$ cat src/md5sh_pkg.sv
// Shared types, constants and round functions of the MD5 stream hasher.
package md5sh_pkg;

  typedef logic [15:0][31:0] block_t;

  typedef struct packed {
    logic valid;
    logic last_blk;
  } bq_push_t;

  typedef struct packed {
    logic full;
    logic empty;
    logic last_blk;
  } bq_stat_t;

  typedef struct packed {
    logic       pop;
    logic [3:0] idx;
  } bq_rd_t;

  localparam int QDEPTH = 2;
  localparam logic [5:0] PAD_LIMIT = 6'd56;
  localparam logic [5:0] LAST_POS = 6'd63;
  localparam logic [7:0] PAD_BYTE = 8'h80;

  localparam logic [31:0] INIT_CHAIN [4] = '{
    32'h67452301, 32'hefcdab89, 32'h98badcfe, 32'h10325476
  };

  localparam logic [31:0] ROUND_K [64] = '{
    32'hd76aa478, 32'he8c7b756, 32'h242070db, 32'hc1bdceee,
    32'hf57c0faf, 32'h4787c62a, 32'ha8304613, 32'hfd469501,
    32'h698098d8, 32'h8b44f7af, 32'hffff5bb1, 32'h895cd7be,
    32'h6b901122, 32'hfd987193, 32'ha679438e, 32'h49b40821,
    32'hf61e2562, 32'hc040b340, 32'h265e5a51, 32'he9b6c7aa,
    32'hd62f105d, 32'h02441453, 32'hd8a1e681, 32'he7d3fbc8,
    32'h21e1cde6, 32'hc33707d6, 32'hf4d50d87, 32'h455a14ed,
    32'ha9e3e905, 32'hfcefa3f8, 32'h676f02d9, 32'h8d2a4c8a,
    32'hfffa3942, 32'h8771f681, 32'h6d9d6122, 32'hfde5380c,
    32'ha4beea44, 32'h4bdecfa9, 32'hf6bb4b60, 32'hbebfbc70,
    32'h289b7ec6, 32'heaa127fa, 32'hd4ef3085, 32'h04881d05,
    32'hd9d4d039, 32'he6db99e5, 32'h1fa27cf8, 32'hc4ac5665,
    32'hf4292244, 32'h432aff97, 32'hab9423a7, 32'hfc93a039,
    32'h655b59c3, 32'h8f0ccc92, 32'hffeff47d, 32'h85845dd1,
    32'h6fa87e4f, 32'hfe2ce6e0, 32'ha3014314, 32'h4e0811a1,
    32'hf7537e82, 32'hbd3af235, 32'h2ad7d2bb, 32'heb86d391
  };

  localparam logic [4:0] ROT_TAB [16] = '{
    5'd7, 5'd12, 5'd17, 5'd22, 5'd5, 5'd9, 5'd14, 5'd20,
    5'd4, 5'd11, 5'd16, 5'd23, 5'd6, 5'd10, 5'd15, 5'd21
  };

  function automatic logic [3:0] msg_index(input logic [5:0] rnd);
    logic [3:0] r;
    r = rnd[3:0];
    case (rnd[5:4])
      2'd0: msg_index = r;
      2'd1: msg_index = 4'(4'd5 * r + 4'd1);
      2'd2: msg_index = 4'(4'd3 * r + 4'd5);
      default: msg_index = 4'(4'd7 * r);
    endcase
  endfunction

  function automatic logic [4:0] rot_amount(input logic [5:0] rnd);
    rot_amount = ROT_TAB[{rnd[5:4], rnd[1:0]}];
  endfunction

  function automatic logic [31:0] rotl32(input logic [31:0] v, input logic [4:0] s);
    logic [63:0] w;
    w = {v, v} << s;
    rotl32 = w[63:32];
  endfunction

  function automatic logic [31:0] round_f(input logic [1:0] grp, input logic [31:0] b,
                                          input logic [31:0] c, input logic [31:0] d);
    case (grp)
      2'd0: round_f = d ^ (b & (c ^ d));
      2'd1: round_f = c ^ (d & (b ^ c));
      2'd2: round_f = b ^ c ^ d;
      default: round_f = c ^ (b | ~d);
    endcase
  endfunction

endpackage

$ cat src/md5sh_in_if.sv
// Input channel: one message byte beat with has_byte and last flags.
interface md5sh_in_if;
  logic       valid;
  logic       ready;
  logic [7:0] data_byte;
  logic       has_byte;
  logic       last;

  modport source (output valid, output data_byte, output has_byte, output last, input ready);
  modport sink (input valid, input data_byte, input has_byte, input last, output ready);
endinterface

$ cat src/md5sh_out_if.sv
// Output channel: one digest word beat with its index and last flag.
interface md5sh_out_if;
  logic        valid;
  logic        ready;
  logic [31:0] digest_word;
  logic [1:0]  word_index;
  logic        last_word;

  modport source (output valid, output digest_word, output word_index, output last_word,
                  input ready);
  modport sink (input valid, input digest_word, input word_index, input last_word,
                output ready);
endinterface

$ cat src/md5sh_front.sv
// Front end: packs bytes into a block, counts them and builds padded blocks.
module md5sh_front import md5sh_pkg::*; (
  input  logic         clk,
  input  logic         rst,
  md5sh_in_if.sink     in_ch,
  output bq_push_t     push,
  output block_t       push_blk,
  input  bq_stat_t     qstat
);

  localparam logic [1:0] F_IDLE = 2'd0;
  localparam logic [1:0] F_FULL = 2'd1;
  localparam logic [1:0] F_PAD  = 2'd2;
  localparam logic [1:0] F_LEN  = 2'd3;

  logic [1:0]       state;
  logic [60:0]      byte_count;
  logic             fin_pend;
  logic [63:0][7:0] blk_bytes;
  logic [63:0][7:0] pad_bytes;
  logic [5:0]       pos;
  logic [63:0]      bit_len;
  logic             accept;
  logic             short_pad;
  block_t           pad_blk;
  block_t           len_blk;

  assign pos       = byte_count[5:0];
  assign bit_len   = {byte_count, 3'b000};
  assign short_pad = pos < PAD_LIMIT;
  assign accept    = in_ch.valid && in_ch.ready;
  assign in_ch.ready = (state == F_IDLE);

  always_comb begin
    for (int p = 0; p < 64; p++) begin
      if (6'(p) < pos) begin
        pad_bytes[p] = blk_bytes[p];
      end else if (6'(p) == pos) begin
        pad_bytes[p] = PAD_BYTE;
      end else begin
        pad_bytes[p] = 8'h00;
      end
    end
    pad_blk = block_t'(pad_bytes);
    if (short_pad) begin
      pad_blk[14] = bit_len[31:0];
      pad_blk[15] = bit_len[63:32];
    end
    len_blk = '0;
    len_blk[14] = bit_len[31:0];
    len_blk[15] = bit_len[63:32];
  end

  always_comb begin
    push.valid    = (state != F_IDLE) && !qstat.full;
    push.last_blk = (state == F_LEN) || ((state == F_PAD) && short_pad);
    case (state)
      F_FULL:  push_blk = block_t'(blk_bytes);
      F_PAD:   push_blk = pad_blk;
      default: push_blk = len_blk;
    endcase
  end

  always_ff @(posedge clk) begin
    if (rst) begin
      state      <= F_IDLE;
      byte_count <= '0;
      fin_pend   <= 1'b0;
    end else begin
      case (state)
        F_IDLE: begin
          if (accept) begin
            if (in_ch.has_byte) begin
              byte_count <= byte_count + 61'd1;
            end
            if (in_ch.has_byte && pos == LAST_POS) begin
              state    <= F_FULL;
              fin_pend <= in_ch.last;
            end else if (in_ch.last) begin
              state <= F_PAD;
            end
          end
        end
        F_FULL: begin
          if (push.valid) begin
            state <= fin_pend ? F_PAD : F_IDLE;
          end
        end
        F_PAD: begin
          if (push.valid) begin
            if (short_pad) begin
              byte_count <= '0;
              state      <= F_IDLE;
            end else begin
              state <= F_LEN;
            end
          end
        end
        F_LEN: begin
          if (push.valid) begin
            byte_count <= '0;
            state      <= F_IDLE;
          end
        end
        default: state <= F_IDLE;
      endcase
    end
  end

  always_ff @(posedge clk) begin
    if (accept && in_ch.has_byte) begin
      blk_bytes[pos] <= in_ch.data_byte;
    end
  end

endmodule

$ cat src/md5sh_blkq.sv
// Block queue between the front end and the compression engine.
module md5sh_blkq import md5sh_pkg::*; (
  input  logic     clk,
  input  logic     rst,
  input  bq_push_t push,
  input  block_t   push_blk,
  input  bq_rd_t   rd,
  output logic [31:0] rd_word,
  output bq_stat_t qstat
);

  localparam int QPTR_W = $clog2(QDEPTH);
  localparam int QCNT_W = $clog2(QDEPTH + 1);

  block_t            q_blk  [QDEPTH];
  logic [QDEPTH-1:0] q_last;
  logic [QPTR_W-1:0] wr_ptr;
  logic [QPTR_W-1:0] rd_ptr;
  logic [QCNT_W-1:0] cnt;
  logic              do_push;
  logic              do_pop;

  assign qstat.full     = (cnt == QCNT_W'(QDEPTH));
  assign qstat.empty    = (cnt == '0);
  assign qstat.last_blk = q_last[rd_ptr];
  assign rd_word        = q_blk[rd_ptr][rd.idx];
  assign do_push        = push.valid && !qstat.full;
  assign do_pop         = rd.pop && !qstat.empty;

  always_ff @(posedge clk) begin
    if (rst) begin
      wr_ptr <= '0;
      rd_ptr <= '0;
      cnt    <= '0;
    end else begin
      if (do_push) begin
        wr_ptr <= wr_ptr + QPTR_W'(1);
      end
      if (do_pop) begin
        rd_ptr <= rd_ptr + QPTR_W'(1);
      end
      if (do_push && !do_pop) begin
        cnt <= cnt + QCNT_W'(1);
      end else if (do_pop && !do_push) begin
        cnt <= cnt - QCNT_W'(1);
      end
    end
  end

  always_ff @(posedge clk) begin
    if (do_push) begin
      q_blk[wr_ptr]  <= push_blk;
      q_last[wr_ptr] <= push.last_blk;
    end
  end

endmodule

$ cat src/md5sh_back.sv
// Back end: 64-round compression, chaining update and digest word output.
module md5sh_back import md5sh_pkg::*; (
  input  logic        clk,
  input  logic        rst,
  input  bq_stat_t    qstat,
  output bq_rd_t      rd,
  input  logic [31:0] rd_word,
  md5sh_out_if.source out_ch
);

  localparam logic [1:0] B_IDLE = 2'd0;
  localparam logic [1:0] B_RUN  = 2'd1;
  localparam logic [1:0] B_FOLD = 2'd2;
  localparam logic [1:0] B_OUT  = 2'd3;

  logic [1:0]  state;
  logic [5:0]  rnd;
  logic [1:0]  widx;
  logic [31:0] chain [4];
  logic [31:0] ra, rb, rc, rd_w;
  logic [31:0] t_sum;
  logic [31:0] b_next;
  logic        out_valid;
  logic [31:0] out_word;
  logic [1:0]  out_idx;
  logic        out_last;
  logic        out_load;

  assign rd.idx = msg_index(rnd);
  assign rd.pop = (state == B_FOLD);

  assign t_sum  = ra + round_f(rnd[5:4], rb, rc, rd_w) + rd_word + ROUND_K[rnd];
  assign b_next = rb + rotl32(t_sum, rot_amount(rnd));

  assign out_load = (state == B_OUT) && (!out_valid || out_ch.ready);

  assign out_ch.valid       = out_valid;
  assign out_ch.digest_word = out_word;
  assign out_ch.word_index  = out_idx;
  assign out_ch.last_word   = out_last;

  always_ff @(posedge clk) begin
    if (rst) begin
      state     <= B_IDLE;
      rnd       <= '0;
      widx      <= '0;
      out_valid <= 1'b0;
      for (int k = 0; k < 4; k++) begin
        chain[k] <= INIT_CHAIN[k];
      end
    end else begin
      if (out_load) begin
        out_valid <= 1'b1;
      end else if (out_ch.ready) begin
        out_valid <= 1'b0;
      end
      case (state)
        B_IDLE: begin
          if (!qstat.empty) begin
            rnd   <= '0;
            state <= B_RUN;
          end
        end
        B_RUN: begin
          rnd <= rnd + 6'd1;
          if (rnd == 6'd63) begin
            state <= B_FOLD;
          end
        end
        B_FOLD: begin
          chain[0] <= chain[0] + ra;
          chain[1] <= chain[1] + rb;
          chain[2] <= chain[2] + rc;
          chain[3] <= chain[3] + rd_w;
          widx     <= '0;
          state    <= qstat.last_blk ? B_OUT : B_IDLE;
        end
        B_OUT: begin
          if (out_load) begin
            widx <= widx + 2'd1;
            if (widx == 2'd3) begin
              for (int k = 0; k < 4; k++) begin
                chain[k] <= INIT_CHAIN[k];
              end
              state <= B_IDLE;
            end
          end
        end
        default: state <= B_IDLE;
      endcase
    end
  end

  always_ff @(posedge clk) begin
    if (state == B_IDLE) begin
      ra   <= chain[0];
      rb   <= chain[1];
      rc   <= chain[2];
      rd_w <= chain[3];
    end else if (state == B_RUN) begin
      ra   <= rd_w;
      rd_w <= rc;
      rc   <= rb;
      rb   <= b_next;
    end
    if (out_load) begin
      out_word <= chain[widx];
      out_idx  <= widx;
      out_last <= (widx == 2'd3);
    end
  end

endmodule

$ cat src/md5_stream_hasher_core.sv
// MD5 stream hasher top level: byte input, digest word output.
//
// in_ch takes one beat per message byte (has_byte 1) and may carry last to
// close the message; a beat with has_byte 0 and last 1 closes an empty tail.
// The front end packs bytes into a 64-byte block and hands full and padded
// blocks to a two-entry block queue; it takes one beat per cycle while idle
// and holds in_ch while it hands on a full block or the padding blocks.
// The compression engine runs one round per cycle; each block takes a load
// step, 64 rounds and a chaining add, which sets the sustained rate. Beyond
// the hand-over, in_ch stalls only while both queue entries wait.
// After the closing beat, the digest appears on out_ch as four beats, A
// through D, word_index 0..3, last_word on D, once the last block is
// compressed, which is an extra block when the length needs one.
// A stalled out_ch holds the current word and the engine waits; the front
// end keeps taking bytes until the queue fills.
// rst (synchronous) restores the initial chaining words, clears the byte
// count and empties the queue; no beat is pending afterwards.
module md5_stream_hasher_core import md5sh_pkg::*; (
  input  logic        clk,
  input  logic        rst,
  md5sh_in_if.sink    in_ch,
  md5sh_out_if.source out_ch
);

  bq_push_t    push;
  block_t      push_blk;
  bq_stat_t    qstat;
  bq_rd_t      rd;
  logic [31:0] rd_word;

  md5sh_front u_front (
    .clk      (clk),
    .rst      (rst),
    .in_ch    (in_ch),
    .push     (push),
    .push_blk (push_blk),
    .qstat    (qstat)
  );

  md5sh_blkq u_blkq (
    .clk      (clk),
    .rst      (rst),
    .push     (push),
    .push_blk (push_blk),
    .rd       (rd),
    .rd_word  (rd_word),
    .qstat    (qstat)
  );

  md5sh_back u_back (
    .clk     (clk),
    .rst     (rst),
    .qstat   (qstat),
    .rd      (rd),
    .rd_word (rd_word),
    .out_ch  (out_ch)
  );

  a_push_room: assert property (@(posedge clk) disable iff (rst)
    push.valid |-> !qstat.full)
    else $error("block pushed into a full queue");

  a_pop_data: assert property (@(posedge clk) disable iff (rst)
    rd.pop |-> !qstat.empty)
    else $error("block popped from an empty queue");

  a_last_word: assert property (@(posedge clk) disable iff (rst)
    out_ch.valid |-> (out_ch.last_word == (out_ch.word_index == 2'd3)))
    else $error("last_word does not match word D");

  a_word_order: assert property (@(posedge clk) disable iff (rst)
    (out_ch.valid && out_ch.ready && !out_ch.last_word) ##1 out_ch.valid
      |-> out_ch.word_index == $past(out_ch.word_index) + 2'd1)
    else $error("digest words out of order");

endmodule
$ cat src/flat_wrapper.sv
// flat-port wrapper written by rule: the top's interface ports become plain ports
module md5_stream_hasher_core_flat import md5sh_pkg::*;
  (clk, rst, in_ch_valid, in_ch_data_byte, in_ch_has_byte, in_ch_last, in_ch_ready, out_ch_valid, out_ch_digest_word, out_ch_word_index, out_ch_last_word, out_ch_ready);
  md5sh_in_if in_ch_i ();
  md5sh_out_if out_ch_i ();
  input  logic clk;
  input  logic rst;
  input wire logic [$bits(in_ch_i.valid)-1:0] in_ch_valid;
  input wire logic [$bits(in_ch_i.data_byte)-1:0] in_ch_data_byte;
  input wire logic [$bits(in_ch_i.has_byte)-1:0] in_ch_has_byte;
  input wire logic [$bits(in_ch_i.last)-1:0] in_ch_last;
  output wire logic [$bits(in_ch_i.ready)-1:0] in_ch_ready;
  output wire logic [$bits(out_ch_i.valid)-1:0] out_ch_valid;
  output wire logic [$bits(out_ch_i.digest_word)-1:0] out_ch_digest_word;
  output wire logic [$bits(out_ch_i.word_index)-1:0] out_ch_word_index;
  output wire logic [$bits(out_ch_i.last_word)-1:0] out_ch_last_word;
  input wire logic [$bits(out_ch_i.ready)-1:0] out_ch_ready;
  assign in_ch_i.valid = in_ch_valid;
  assign in_ch_i.data_byte = in_ch_data_byte;
  assign in_ch_i.has_byte = in_ch_has_byte;
  assign in_ch_i.last = in_ch_last;
  assign in_ch_ready = in_ch_i.ready;
  assign out_ch_valid = out_ch_i.valid;
  assign out_ch_digest_word = out_ch_i.digest_word;
  assign out_ch_word_index = out_ch_i.word_index;
  assign out_ch_last_word = out_ch_i.last_word;
  assign out_ch_i.ready = out_ch_ready;
  md5_stream_hasher_core u_core (.clk(clk), .rst(rst), .in_ch(in_ch_i), .out_ch(out_ch_i));
endmodule
$ cat config.mk
export PLATFORM = sky130hd
export DESIGN_NAME = md5_stream_hasher_core_flat
export DESIGN_NICKNAME = d
export VERILOG_FILES = /design/src/md5sh_pkg.sv /design/src/md5sh_in_if.sv /design/src/md5sh_out_if.sv /design/src/md5sh_front.sv /design/src/md5sh_blkq.sv /design/src/md5sh_back.sv /design/src/md5_stream_hasher_core.sv /design/src/flat_wrapper.sv
export SDC_FILE = /design/constraint.sdc
export NUM_CORES = 2
export LEC_CHECK = 0
export ABC_AREA = 1
export BUFFER_PORTS_ARGS = -buffer_cell sky130_fd_sc_hd__buf_4
export CAP_MARGIN = 10
export CORE_MARGIN = 3
export CORE_UTILIZATION = 35
export DETAILED_ROUTE_END_ITERATION = 8
export HOLD_SLACK_MARGIN = 0.03
export PLACE_DENSITY = 0.49
export SYNTH_ARGS = -nofsm -noshare
export SYNTH_HDL_FRONTEND = slang
export SYNTH_SLANG_ARGS = --single-unit
$ cat constraint.sdc
create_clock -name clk -period 36.4 [get_ports clk]
set_input_delay 1.82 -clock clk [delete_from_list [all_inputs] [get_ports clk]]
set_output_delay 1.82 -clock clk [all_outputs]
set_load 0.02 [all_outputs]
Word level (Yosys, flattened, before mapping)
Memories as Yosys holds them, arrays and structs flattened. A register that Yosys moved wholly into a read port is not among the register bits.
Cells that the tools add are included.
{ "totals": {"register_bits": 724, "ramBits": 1152, "rom_bits": 2128, "in_bits": 14, "output_inout_bits": 37, "wordCells": 526, "memories": 4} }
{ "mem_list": {"columns": ["memory", "depth", "word_bits", "read_ports", "rd_ports_with_merged_regs", "wr", "line_no", "rtl"], "rows": [
  ["(no name shown)", 64, 32, 1, 0, 0, "md5sh_back.sv:32", "assign t_sum = ra + round_f(rnd[5:4], rb, rc, rd_w) + rd_word + ROUND_K[rnd];"],
  ["u_core.u_blkq.q_blk", 2, 512, 1, 1, 1, "md5sh_blkq.sv:15", "block_t q_blk [QDEPTH];"],
  ["u_core.u_back.chain", 4, 32, 5, 1, 4, "md5sh_back.sv:19", "logic [31:0] chain [4];"],
  ["(no name shown)", 16, 5, 1, 0, 0, "md5sh_pkg.sv:67", "rot_amount = ROT_TAB[{rnd[5:4], rnd[1:0]}];"]
]} }
{ "classes": {"addsub": 17, "mul": 3, "order_cmp": 73, "n_eq_ne": 86, "shift": 1, "n_mux": 205, "n_bitwise": 20, "n_reduce_logical": 36} }
{ "ops": {"columns": ["cell", "count"], "rows": [
  ["2-to-1 mux 8 bit", 129],
  ["case mux 512 bit (2 select lines)", 1],
  ["2-to-1 mux 32 bit", 19],
  ["bitwise mux 512 bit", 1],
  ["2-to-1 mux 61 bit", 5],
  ["adder 32 bit", 8],
  ["equality test 6 bit (first input constant)", 32],
  ["less-than comparator 6 bit (first input constant)", 32],
  ["XOR 32 bit", 6],
  ["case mux 61 bit (3 select lines)", 1],
  ["binary-select mux 32 bit (select 4 bit)", 1],
  ["equality test 5 x 6 -> 1 bit (first input constant)", 16],
  ["less-than comparator 5 x 6 -> 1 bit (first input constant)", 16],
  ["case mux 32 bit (3 select lines)", 1],
  ["AND 32 bit", 2],
  ["2-to-1 mux 64 bit", 1],
  ["<< shifter 64 x 5 -> 64 bit", 1],
  ["adder 61 x 1 -> 61 bit (second input constant)", 1],
  ["demux 8 bit (select 6 bit)", 1],
  ["equality test 4 x 6 -> 1 bit (first input constant)", 8],
  ["less-than comparator 4 x 6 -> 1 bit (first input constant)", 8],
  ["2-to-1 mux 2 bit", 16],
  ["NOT 32 bit", 1],
  ["bitwise OR 32 bit", 1],
  ["52 further kinds", 133]
]} }

Logic depth before layout (Yosys ltp)
{ "logic_depth": {"word_depth": 11, "depth_mapped": 56, "depth_no_buf": 53} }

Hierarchy
Synthesis repeated with hierarchy kept, for this count alone.
{ "hier_totals": {"hier_cells": 10523, "area_unflattened_um2": 97661.2} }
{ "by_module_without_submodules": {"columns": ["mod", "instances", "cells_per_inst", "area_each_um2", "seq_area_each_um2"], "rows": [
  ["md5sh_blkq", 1, 3488, 41785.1, 30909.6],
  ["md5sh_back", 1, 4372, 30096.4, 8318.0],
  ["md5sh_front", 1, 2663, 25779.7, 16656.0]
]} }

Least setup slack after synthesis
Ideal clock, no wire load.
{ "synth_path": {"path_kind": "register -> register", "startpoint": "register u_core.u_front.state[0]", "endpoint": "memory u_core.u_blkq.q_blk[1][0] in the netlist's numbering, enable pin", "t_arrival_ns": 22.396, "slack_ns": 12.602, "path_stages_with_launch": 6, "path_buffers": 0, "period_less_slack_ns": 23.798, "cell_sequence": "dfxtp_1 -> inv_1 -> ha_1 -> a21oi_2 -> inv_1 -> nor2_1"} }
{ "synth_between": {"elab_chain_cells": 5} }
{ "synth_rtl": {"columns": ["item", "line_no", "rtl"], "rows": [
  ["start: declaration", "md5sh_front.sv:16", "logic [1:0] state;"],
  ["start signal: assignment", "md5sh_front.sv:86", "state <= fin_pend ? F_PAD : F_IDLE;"],
  ["nonzero test 2 bit", "md5sh_front.sv:55", "push.valid = (state != F_IDLE) && !qstat.full;"],
  ["logical AND 1 bit", "md5sh_front.sv:55", null],
  ["logical AND 1 bit", "md5sh_blkq.sv:27", "assign do_push = push.valid && !qstat.full;"],
  ["via u_core.u_blkq.do_push", "md5sh_blkq.sv:20", "logic do_push;"],
  ["2-to-1 mux 1 bit", "md5sh_blkq.sv:51", "if (do_push) begin"],
  ["2-to-1 mux 1 bit (implied by the code)", "md5sh_blkq.sv:52", "q_blk[wr_ptr] <= push_blk;"],
  ["end: declaration", "md5sh_blkq.sv:15", null]
]} }
The timed path passes the listed nets, and every way through them passes these cells.

Worst setup path in the final report
{ "layout_path": {"startpoint": "register u_core.u_back.rnd[1]", "endpoint": "register u_core.u_back.rb[24] (data pin)"} }
{ "layout_between": {"elab_chain_cells": 11, "word_cells_on_any_way": 22} }
{ "layout_rtl": {"columns": ["item", "line_no", "rtl"], "rows": [
  ["start: declaration", "md5sh_back.sv:17", "logic [5:0] rnd;"],
  ["start signal: assignment", "md5sh_back.sv:65", "rnd <= rnd + 6'd1;"],
  ["multiplier 2 x 4 -> 4 bit or multiplier 3 x 4 -> 4 bit (tied branches)", "md5sh_pkg.sv:61, md5sh_pkg.sv:60", null],
  ["adder 4 x 3 -> 4 bit or adder 4 x 1 -> 4 bit (tied branches)", "md5sh_pkg.sv:61, md5sh_pkg.sv:60", null],
  ["case mux 4 bit (3 select lines)", "md5sh_pkg.sv:58", "case (rnd[5:4])"],
  ["binary-select mux 32 bit (select 4 bit)", "md5sh_blkq.sv:26", "assign rd_word = q_blk[rd_ptr][rd.idx];"],
  ["2-to-1 mux 32 bit (implied by the code)", "md5sh_blkq.sv:26", null],
  ["adder 32 bit (2 in a row)", "md5sh_back.sv:32", null],
  ["<< shifter 64 x 5 -> 64 bit *", "md5sh_pkg.sv:72", "w = {v, v} << s;"],
  ["adder 32 bit *", "md5sh_back.sv:33", "assign b_next = rb + rotl32(t_sum, rot_amount(rnd));"],
  ["2-to-1 mux 32 bit *", "md5sh_back.sv:100", "end else if (state == B_RUN) begin"],
  ["2-to-1 mux 32 bit *", "md5sh_back.sv:95", "if (state == B_IDLE) begin"],
  ["end signal: assignment", "md5sh_back.sv:97", "rb <= chain[1];"],
  ["end signal: assignment", "md5sh_back.sv:104", "rb <= b_next;"],
  ["end: declaration", "md5sh_back.sv:20", "logic [31:0] ra, rb, rc, rd_w;"]
]} }
Every way passes the cells marked *; elsewhere a longest branch is shown, timed or not. The select of a mux whose other input is x is not followed.
A chain may end at the register's enable or synchronous reset.

==> impl_metrics.toml <==
[die]
rows = 190
die_y_um = 527.8
start_util_pct = 35.37
design.core.area_mm2 = 0.2693
die_area_mm2 = 0.2785
io_pins = 51
die_x_um = 527.8

[synth]
synth_cell_types = 80
synth_area_leaders = "edfxtp_1, nand2_1, inv_1, o21ai_0, mux2i_1"
synth-simple-area-share_pct = 13.22
syn-cell-area_mm2 = 0.09528
synth-edff-count = 1765
synth_top_family_by_area = "simple AND/OR/NAND/NOR gates"
synthCells = 9168
synthArstFlopShare_pct = 0
post-synth-top-area-cell = "edfxtp_1"
ys_ff_latch = 1909
synth_seq_area_share_pct = 58.65
ys.flop_type = "edfxtp_1"
muxShareOfSynthArea_pct = 5.435
synth_top_area_share_pct = 55.63
syn_area_per_cell_um2 = 10.39
synth_adder_area_share_pct = 4.433
synth-compound-area-share_pct = 11.77
yosys_warnings = 0
synth_fp_nets = 9477
synth_xor_area_share_pct = 0.6986

[global_routing]
met1_usage_pct = 33.29
met2_usage_pct = 41.54
gr-usage-met3_pct = 2.482
grt_max_degree = 205
grt_pass1_vias = 67980
grt_first_pass_wirelength_um = 502800
grt_overflow = 0
antenna_found_initial = 15
top_usage_layer = "met2"
grt_usage_pct = 24.79

[critical_path]
startpoint_type = "flop"
slowest_stage = "ha_1"
cp-end-kind = "flop"
cp_max_fo = 48
cp.required_ps = 37000
cp_common_cell = "nand2_1"
crit_path_max_incr_delay_ps = 750
crit_type = "reg2reg"
cp.arrival_ps = 12860

[clocking]
clk_path_buf_depth = 4
clk_pin_slew_ps = 70
root_buffer = "clkbuf_16"
clock_sinks = 1909
cts_hold_buf = 0
cts_setup_buffers = 0
insertion_delay_ps = 910
cts_made_buffers = 216
cts_max_level = 4
cts_resized = 0
cts_tree = "built"

[placement]
numPortBuffers = 50
gp_congestion = 0.9585
dpl.hpwl_um = 250500

[layout]
register_area_mm2 = 0.05589
final_nets = 9526
multiInputGateArea_mm2 = 0.03406
drive_above_1_share_pct = 8.438
final_cell_mix = "edfxtp_1, nand2_1, inv_1"
num-fill-cells = 26240
syn_to_final_growth_pct = 12.29
layout_commonest_cell = "edfxtp_1"

[hold_path]
hold_path_class = "reg2reg"

[detailed_routing]
drt-vias-per-instance = 5.425
drcViolationCount = 0
ant_nets = 0
drtIter0Drc = 6873
num_vias = 70290
wl_per_cell_um = 27.40
finalWirelength_um = 355000
first_pass_iters = 8

[timing]
tightest_slew_ps = 1336
rsz0062_at_grt = "no"
worst_hold_slack_ps = 466.8
skew_ps = 88.07
slew_violations = 0
setup_tns_ps = 0
slew_headroom_pct = 10.92
max_clock_freq_mhz = 81.53
setup_violations = 0
timing.final.crit_share_pct = 33.70
final.min_clock_period_ps = 12270
hold_viol = 0

[flow_run]
drv_cap = 0

[status]
status = "finished clean"
state kept, by name (all words and copies together) (netlist names), 6 cells and up, named ones only:
register and flops:
u_core.u_back.out_ch.digest_word 32, u_core.u_back.rb 32, u_core.u_back.rd_w 32, u_core.u_front.byte_count 61, u_core.u_back.rc 32, u_core.u_back.chain 128, u_core.u_front.blk_bytes 512, u_core.u_blkq.q_blk 1024
u_core.u_back.rnd 6, u_core.u_back.ra 32
synthesized netlist by cell type, types with 14 or more instances:
cell type / instances
clkinv_1: 14
buf_2: 67
inv_1: 1021
xor2_1: 37
edfxtp_1: 1765
o221ai_1: 18
nor4_1: 22
xnor2_1: 39
nor3b_1: 43
dfxtp_1: 144
or2_2: 21
fa_1: 71
o211ai_1: 160
o21a_1: 29
a221oi_1: 39
a21o_1: 21
nand2_1: 1458
o21ai_1: 68
o31ai_1: 23
a21oi_1: 529
mux2i_1: 343
nor3_1: 81
nor2_1: 873
clkbuf_1: 252
nand4_1: 38
nand3_1: 413
o21ai_0: 718
mux2_2: 155
o22ai_1: 71
buf_1: 35
ha_1: 224
a211oi_1: 16
a31oi_1: 166
inv_2: 33
kinds of logic (layout without fill, tap and decap cells):
| logic type | count (synthesis) | after routing |
|---|---|---|
| compound gates | 1945 | 1945 |
| xor+xnor | 76 | 76 |
| fa+ha+maj | 295 | 295 |
| buf+inv | 1434 | 1664 |
| flops | 1909 | 1909 |
| mux | 498 | 498 |
| other cells | 0 | 6 |
| simple gates | 3011 | 3011 |
critical path, delay by kind of cell (launching register included):
kind	cells	cell delay [ps]
fa+ha+maj	6	3050
xor+xnor	1	180
compound gates	12	3190
simple gates	21	3040
flops	1	330
buf+inv	5	2170
per-layer routing:
metal	share of wire [%]	wire, µm	vias up
li1	-	-	32390
met1	43	152100	34900
met2	48	170100	2458
met3	5.2	18420	544
met4	4.1	14390	2
met5	0.0037	13	-
layout make-up:
type                       instances  share of cell area [%]
sequential                      1909                   52.24
multi-input combinational       5825                   31.83
clock buffer                     276                   5.340
tap                             3552                   4.154
inverter                        1070                   3.767
timing repair buffer             195                   1.455
clock inverter                   123                   1.198
antenna                            6                 0.01403
path summary, 6_finish.rpt:
check | start | to | slack (ps) | cells past startpoint
max reg2reg | u_core.u_back.rnd[1] | u_core.u_back.rb[24] | 24130 | 45
min | u_core.u_front.byte_count[60] | u_core.u_front.byte_count[60] | 470 | 1
min reg2reg | u_core.u_front.byte_count[60] | u_core.u_front.byte_count[60] | 470 | 1
max | u_core.u_back.rnd[1] | u_core.u_back.rb[24] | 24130 | 45
per-stage QoR:
step                      setup WS (ps)  area (µm²)  util (%)  std cells
after floorplan                   12600       95280         -       9168
after global placement            24000       99960     37.11      12550
after detailed placement          24130       99960     37.11      12550
after CTS                         24130      107000     39.71      12950
after global routing              23430      107000     39.72      12950
final                             24130      107000     39.72      12960
Power is not shown: default switching activity piles up to over one toggle a cycle in this logic, so the estimate is an artifact.
